==> config.mk <==
export PLATFORM = sky130hd
export DESIGN_NAME = npcs_dist_pipe
export DESIGN_NICKNAME = d
export VERILOG_FILES = /design/src/hw/rtl/npcs_pkg.sv /design/src/hw/rtl/npcs_dist_pipe.sv
export SDC_FILE = /design/constraint.sdc
export NUM_CORES = 1
export LEC_CHECK = 0
export BUFFER_PORTS_ARGS = -buffer_cell sky130_fd_sc_hd__buf_2
export CAP_MARGIN = 20
export CORE_ASPECT_RATIO = 0.5
export CORE_MARGIN = 4
export CORE_UTILIZATION = 49
export DETAILED_ROUTE_END_ITERATION = 8
export PLACE_DENSITY = 0.66
export SYNTH_ARGS = -nofsm -noshare
export SYNTH_HDL_FRONTEND = slang
export SYNTH_SLANG_ARGS = --single-unit
==> constraint.sdc <==
create_clock -name clk -period 6.61 [get_ports clk]
set_input_delay 0.3305 -clock clk [delete_from_list [all_inputs] [get_ports clk]]
set_output_delay 0.3305 -clock clk [all_outputs]
set_load 0.005 [all_outputs]
==> src/hw/rtl/npcs_pkg.sv <==
`default_nettype none

package npcs_pkg;

    localparam int CHAN_W  = 8;
    localparam int INDEX_W = 8;
    localparam int SQ_W    = 2 * CHAN_W;
    localparam int WGT_W   = 10;
    localparam int PROD_W  = WGT_W + SQ_W;
    localparam int TERM_W  = PROD_W - 8;
    localparam int DIST_W  = 20;

    localparam int RED_WGT_BASE  = 512;
    localparam int BLUE_WGT_BASE = 767;

    localparam logic REQ_WRITE = 1'b0;
    localparam logic REQ_QUERY = 1'b1;

    typedef struct packed {
        logic [CHAN_W-1:0] red;
        logic [CHAN_W-1:0] green;
        logic [CHAN_W-1:0] blue;
    } color_t;

    typedef struct packed {
        logic               vld;
        logic [INDEX_W-1:0] idx;
        logic [DIST_W-1:0]  distance;
    } dist_res_t;

endpackage

`default_nettype wire

==> src/hw/rtl/npcs_dist_pipe.sv <==
`default_nettype none

module npcs_dist_pipe (
    input  wire logic                         clk,
    input  wire logic                         rst_n,
    input  wire logic                         in_vld,
    input  wire logic [npcs_pkg::INDEX_W-1:0] in_idx,
    input  wire npcs_pkg::color_t             entry_color,
    input  wire npcs_pkg::color_t             query_color,
    output npcs_pkg::dist_res_t               res
);
    import npcs_pkg::*;

    // stage 1: channel differences squared, red mean
    logic [CHAN_W-1:0]  dr, dg, db;
    logic [CHAN_W:0]    rsum;
    logic               s1_vld_reg;
    logic [INDEX_W-1:0] s1_idx_reg;
    logic [SQ_W-1:0]    sq_r_reg, sq_g_reg, sq_b_reg;
    logic [CHAN_W-1:0]  rmean_reg;

    // stage 2: weighted terms
    logic [WGT_W-1:0]   rwgt, bwgt;
    logic [PROD_W-1:0]  rprod, bprod;
    logic               s2_vld_reg;
    logic [INDEX_W-1:0] s2_idx_reg;
    logic [TERM_W-1:0]  rterm_reg, gterm_reg, bterm_reg;

    // stage 3: sum
    logic               s3_vld_reg;
    logic [INDEX_W-1:0] s3_idx_reg;
    logic [DIST_W-1:0]  dist_reg;

    always_comb
    begin
        dr = (query_color.red >= entry_color.red) ?
             query_color.red - entry_color.red : entry_color.red - query_color.red;
        dg = (query_color.green >= entry_color.green) ?
             query_color.green - entry_color.green : entry_color.green - query_color.green;
        db = (query_color.blue >= entry_color.blue) ?
             query_color.blue - entry_color.blue : entry_color.blue - query_color.blue;
        rsum = {1'b0, query_color.red} + {1'b0, entry_color.red};
        rwgt = WGT_W'(RED_WGT_BASE) + WGT_W'(rmean_reg);
        bwgt = WGT_W'(BLUE_WGT_BASE) - WGT_W'(rmean_reg);
        rprod = PROD_W'(rwgt) * PROD_W'(sq_r_reg);
        bprod = PROD_W'(bwgt) * PROD_W'(sq_b_reg);
    end

    always_ff @(posedge clk or negedge rst_n)
    begin
        if (!rst_n)
        begin
            s1_vld_reg <= 1'b0;
            s2_vld_reg <= 1'b0;
            s3_vld_reg <= 1'b0;
        end
        else
        begin
            s1_vld_reg <= in_vld;
            s2_vld_reg <= s1_vld_reg;
            s3_vld_reg <= s2_vld_reg;
        end
    end

    always_ff @(posedge clk)
    begin
        s1_idx_reg <= in_idx;
        sq_r_reg   <= SQ_W'(dr) * SQ_W'(dr);
        sq_g_reg   <= SQ_W'(dg) * SQ_W'(dg);
        sq_b_reg   <= SQ_W'(db) * SQ_W'(db);
        rmean_reg  <= rsum[CHAN_W:1];

        s2_idx_reg <= s1_idx_reg;
        rterm_reg  <= rprod[PROD_W-1:8];
        gterm_reg  <= {sq_g_reg, 2'b00};
        bterm_reg  <= bprod[PROD_W-1:8];

        s3_idx_reg <= s2_idx_reg;
        dist_reg   <= DIST_W'(rterm_reg) + DIST_W'(gterm_reg) + DIST_W'(bterm_reg);
    end

    assign res.vld      = s3_vld_reg;
    assign res.idx      = s3_idx_reg;
    assign res.distance = dist_reg;
endmodule

`default_nettype wire

-- After elaboration in Yosys (flattened, before gate mapping)
Index checks and enable logic that the tools add are counted.
- multiply operators: 5
- magnitude comparators: 3
- add/subtract/negate cells: 11
- mux-type cells: 3
- operators by type and width (operator ; count):
    $mul 10x16->26 ; 2
    $mul 8x8->16 ; 3
    $sub 8x8->8 ; 6
    $ge 8x8->1 ; 3
    $mux 8 ; 3
    $add 19x18->20 ; 1
    $add 18x18->19 ; 1
    $add 10x8->10 const A ; 1
    $sub 10x8->10 const A ; 1
    $add 8x8->9 ; 1
- input bits: 59
- flip-flop bits (word level): 155
- output and inout bits: 29
- logic and storage cells: 36

-- Longest topological paths before layout
- word-level depth: 3
- mapped depth: 31
- depth with buffers taken out: 29

-- Worst setup path after synthesis
Ideal clock, no wire load.
- path kind: input port to flip-flop
- start: input port query_color[8] (netlist bit)
- end: register sq_g_reg[15]
- path buffers: 1
- data arrival time: 5.953 ns
- slack: 0.585 ns
- data required time: 6.538 ns
- library setup time: 0.072 ns
- stages on the path: 28
- cell sequence: inv_1 ha_1 inv_1 fa_1 a21o_1 a21oi_2 a21oi_1 o22ai_2 buf_6 mux2i_1 xor2_2 nor2_1 ha_1 or2_2 fa_1 fa_1 inv_1 fa_1 inv_1 ha_1 nand2_1 o21ai_1 o41a_1 a41o_1 o21ai_1 nand2b_1 a21oi_1 xor2_1
- cells in the longest elaborated chain, start to end: 3
- elaborated cells between the ends (all ways): 5
- classes of those cells: 2 x add/sub; 1 x mul; 1 x order compare; 1 x mux
- RTL lines (item ; line ; RTL):
    from (decl) ; npcs_dist_pipe.sv:9 ; input wire npcs_pkg::color_t query_color,
    $sub 8x8->8 / $ge 8x8->1 (equally long branches) ; npcs_dist_pipe.sv:39, npcs_dist_pipe.sv:38 ;
    $mux 8 * ; npcs_dist_pipe.sv:38 ; dg = (query_color.green >= entry_color.green) ?
    $mul 8x8->16 * ; npcs_dist_pipe.sv:69 ; sq_g_reg <= SQ_W'(dg) * SQ_W'(dg);
    to (signal assigned) ; npcs_dist_pipe.sv:69 ;
    to (decl) ; npcs_dist_pipe.sv:19 ; logic [SQ_W-1:0] sq_r_reg, sq_g_reg, sq_b_reg;
Mark *: on every way between the ends. The rest lies on a longest branch, timed or not.

-- Worst setup path in the final report
- start: input port query_color[16] (netlist bit)
- end: register sq_r_reg[15]
- cells in the longest elaborated chain, start to end: 3
- elaborated cells between the ends (all ways): 5
- classes of those cells: 2 x add/sub; 1 x mul; 1 x order compare; 1 x mux
- RTL lines (item ; line ; RTL):
    $sub 8x8->8 / $ge 8x8->1 (equally long branches) ; npcs_dist_pipe.sv:37, npcs_dist_pipe.sv:36 ;
    $mux 8 * ; npcs_dist_pipe.sv:36 ; dr = (query_color.red >= entry_color.red) ?
    $mul 8x8->16 * ; npcs_dist_pipe.sv:68 ; sq_r_reg <= SQ_W'(dr) * SQ_W'(dr);
    to (signal assigned) ; npcs_dist_pipe.sv:68 ;
    to (decl) ; npcs_dist_pipe.sv:19 ;
Marks and branches as above.

==> flow_metrics.tcl <==
set metrics [dict create \
    result_of_the_run "complete, no violations" \
    cts-buffers-inserted 17 \
    dp_worst_setup_slack_ns 0.0594 \
    setup_slack_ns 0.454 \
    drt_pass1_iterations 6 \
    netlist_top_cells_area "sky130_fd_sc_hd__fa_1 28%, sky130_fd_sc_hd__ha_1 19%, sky130_fd_sc_hd__dfxtp_1 15%" \
    slowest_stage "sky130_fd_sc_hd__fa_1" \
    synth_top_cell_area_share_pct 28.1 \
    achievable-frequency_ghz 0.162 \
    detail-route-antenna-nets 0 \
    final_max_slew_viol_count 0 \
    grt_first_pass_wirelength_mm 70.3 \
    port_buffers 87 \
    core.rowCount 51 \
    slew-limit-headroom_pct 32.6 \
    yosys_register_bits 151 \
    timing.final.crit_share_pct 93.1 \
    synth_enable_flop_cells 0 \
    timing_hold_violations_final 0 \
    area_used_by_multi_input_combinational_logic_um2 15100 \
    floorplan_die_area_um2 44100 \
    area_share_of_xor_xnor_cells_in_the_synthesized_design_pct 5.74 \
    flow.area_growth_from_synthesis_pct 9.92 \
    layout.nets 2887 \
    final.setup_skew_ns 0.00965 \
    cp_common_cell "sky130_fd_sc_hd__fa_1" \
    avgViaCountPerCell 5.01 \
    synthAdderAreaFrac_pct 47.2 \
    worstPathRequired_ns 6.98 \
    post_synth.cell_area_avg_um2 9.44 \
    nFillCells 3464 \
    cts.sinks 151 \
    setup.worst_path.end_class "flip-flop" \
    worst-path-max-fanout 8 \
    gr-total-overflow 0 \
    synth.mux.area_fraction_pct 0.804 \
    largest_family_of_logic_cells_by_synthesized_area "adder cells" \
    worst_pin_slew_ns 1.01 \
    core_area_um2 39500 \
    largest_register_ff_count 20 \
    route.vias.total 14000 \
    grt_setup_unrepaired "no" \
    setup_total_negative_slack_ns 0 \
    yosys.area_share.simple_pct 13.3 \
    antenna_found_initial 2 \
    async_sr_flop_fraction_pct 1.99 \
    timing.max_cap.violations 0 \
    groute.usage.overall_pct 19.6 \
    syn_inst 2111 \
    synth-compound-area-share_pct 8.60 \
    crit_path_max_incr_delay_ns 0.57 \
    tritoncts_clock_tree "yes" \
    synth_largest_area_cell "sky130_fd_sc_hd__fa_1" \
    clockRootBuffer "sky130_fd_sc_hd__clkbuf_16" \
    gpl.final_weighted_congestion 0.863 \
    syn_area_um2 19900 \
    die_width_um 293 \
    drc 0 \
    num_io_pins 88 \
    routed_wl_mm 40.7 \
    pin_count_of_the_biggest_net_entering_global_routing 29 \
    synth.lib_cells_used.distinct 72 \
    final.min_clock_period_ns 6.16 \
    synth-seq-area-share_pct 15.3 \
    seqCellArea_um2 3040 \
    setup_violations 0 \
    drt-initial-drc-count 690 \
    avgRoutedWirePerCell_um 14.6 \
    clk-insertion-delay-late_ns 0.44 \
    diodes_inserted 0 \
    cts_setup_buffers 0 \
    worstSetupStartpointType "input port" \
    htree_num_levels 4 \
    timing.setup.critical_path_class "input port to flip-flop" \
    final_layout_size_suffix_gt1_share_pct 9.13 \
    crit_path_arrival_time_ns 6.53 \
    floorplan.die.height_um 151 \
    synth-main-ff-cell "sky130_fd_sc_hd__dfxtp_1" \
    grt_pass1_vias 14500 \
    cts.path.max_buffers 2 \
    hold_path.class "input port to asynchronous set/reset pin" \
    worst_setup_hold_path_clk_slew_ns 0.06 \
    hpwl_mm 34.2 \
    ys_warn_count 0 \
    start_util_pct 50.4 \
]
-- cell families (layout without fill, tap and decap cells) --
group | Yosys count | after routing
adders and majority gates | 583 | 583
xor gates and xnor gates | 121 | 121
buffers and inverters | 466 | 600
AOI/OAI and AO/OA | 255 | 255
and+or+nand+nor | 517 | 517
muxes | 16 | 16
other | 2 | 14
DFF | 151 | 151
-- Yosys cell counts (26+ instances only) --
| master | number |
|---|---|
| sky130_fd_sc_hd__dfxtp_1 | 148 |
| sky130_fd_sc_hd__clkbuf_1 | 26 |
| sky130_fd_sc_hd__xnor2_1 | 79 |
| sky130_fd_sc_hd__xor2_1 | 31 |
| sky130_fd_sc_hd__nor2b_1 | 79 |
| sky130_fd_sc_hd__and2_1 | 70 |
| sky130_fd_sc_hd__a21oi_1 | 89 |
| sky130_fd_sc_hd__o21ai_0 | 34 |
| sky130_fd_sc_hd__nand2b_1 | 67 |
| sky130_fd_sc_hd__ha_1 | 303 |
| sky130_fd_sc_hd__inv_1 | 423 |
| sky130_fd_sc_hd__fa_1 | 280 |
| sky130_fd_sc_hd__nor2_1 | 131 |
| sky130_fd_sc_hd__nand2_1 | 89 |
| sky130_fd_sc_hd__a21o_1 | 33 |
-- critical path, delay by kind of cell --
| family | cells | cell delay, ns |
|---|---|---|
| AOI/OAI and AO/OA | 9 | 1.80 |
| buffers and inverters | 3 | 0.23 |
| muxes | 1 | 0.33 |
| adders and majority gates | 7 | 2.66 |
| xor gates and xnor gates | 2 | 0.56 |
| and+or+nand+nor | 4 | 0.61 |
-- through the flow --
| step | cell area (µm²) | hold WS (ns) | util (%) | instances |
|---|---|---|---|---|
| global placement | 21200 | 0.129 | 53.7 | 2746 |
| CTS | 21900 | 0.188 | 55.4 | 2787 |
| floorplan | 20000 | 0.0349 | - | 2123 |
| global route | 21900 | 0.210 | 55.4 | 2787 |
| detailed placement | 21200 | 0.130 | 53.7 | 2746 |
| finish | 21900 | 0.212 | 55.4 | 2787 |
-- layout make-up --
class                           count  share of cell area, %
Clock buffer                       21                   2.20
Clock inverter                     10                  0.509
Inverter                          427                   7.32
Multi-Input combinational cell   1506                   69.1
Sequential cell                   151                   13.9
Tap cell                          530                   3.03
Timing Repair Buffer              142                   3.99
-- layer usage --
| layer | part of all wire [%] | GRT usage (%) |
|---|---|---|
| met2 | 45 | 32.6 |
| met4 | 1.5 | 4.50 |
| met1 | 50 | 27.8 |
| met3 | 3.3 | 2.43 |
| met5 | 0 | 0 |
-- final timing paths --
| kind | from | endpoint | slack [ns] | cells after the start |
|---|---|---|---|---|
| hold reg to reg | s1_idx_reg[4]$_DFF_P_ | s2_idx_reg[4]$_DFF_P_ | 0.33 | 0 |
| hold / removal | rst_n | s3_vld_reg$_DFF_PN0_ | 0.21 | 2 |
| min in group clk | query_color[23] | rmean_reg[7]$_DFF_P_ | 0.26 | 3 |
| max in group asynchronous | rst_n | s1_vld_reg$_DFF_PN0_ | 6.29 | 2 |
| setup / recovery | query_color[16] | sq_r_reg[15]$_DFF_P_ | 0.45 | 26 |
| setup reg to reg | rmean_reg[3]$_DFF_P_ | rterm_reg[16]$_DFF_P_ | 0.55 | 18 |
-- timing repair --
| action | CTS | global route |
|---|---|---|
| endpoints found under the hold margin | 12 | 0 |
| gates resized for setup | 0 | 0 |
| hold buffers | 10 | 0 |
-- cells in the final DEF, fill, tap and decap left out, types with 12 or more instances in the layout --
| cell type | Yosys | final |
|---|---|---|
| sky130_fd_sc_hd__o21ai_1 | 12 | 12 |
| sky130_fd_sc_hd__nor2b_1 | 79 | 79 |
| sky130_fd_sc_hd__and2_1 | 70 | 70 |
| sky130_fd_sc_hd__o21bai_1 | 18 | 18 |
| sky130_fd_sc_hd__dfxtp_1 | 148 | 148 |
| sky130_fd_sc_hd__a21oi_1 | 89 | 89 |
| sky130_fd_sc_hd__xor2_1 | 31 | 31 |
| sky130_fd_sc_hd__ha_1 | 303 | 303 |
| sky130_fd_sc_hd__o21ai_0 | 34 | 34 |
| sky130_fd_sc_hd__mux2i_1 | 16 | 16 |
| sky130_fd_sc_hd__fa_1 | 280 | 280 |
| sky130_fd_sc_hd__nor2_1 | 131 | 131 |
| sky130_fd_sc_hd__buf_2 | 6 | 87 |
| sky130_fd_sc_hd__nor3_1 | 20 | 20 |
| sky130_fd_sc_hd__nand2_1 | 89 | 89 |
| sky130_fd_sc_hd__nand3_1 | 16 | 16 |
| sky130_fd_sc_hd__inv_1 | 423 | 423 |
| sky130_fd_sc_hd__a21o_1 | 33 | 33 |
| sky130_fd_sc_hd__nand2b_1 | 67 | 67 |
| sky130_fd_sc_hd__clkbuf_16 | 0 | 18 |
| sky130_fd_sc_hd__xnor2_1 | 79 | 79 |
| sky130_fd_sc_hd__buf_4 | 2 | 45 |
| sky130_fd_sc_hd__conb_1 | 2 | 14 |
Power is not shown: default switching activity piles up to over one toggle a cycle in this logic, so the estimate is an artifact.
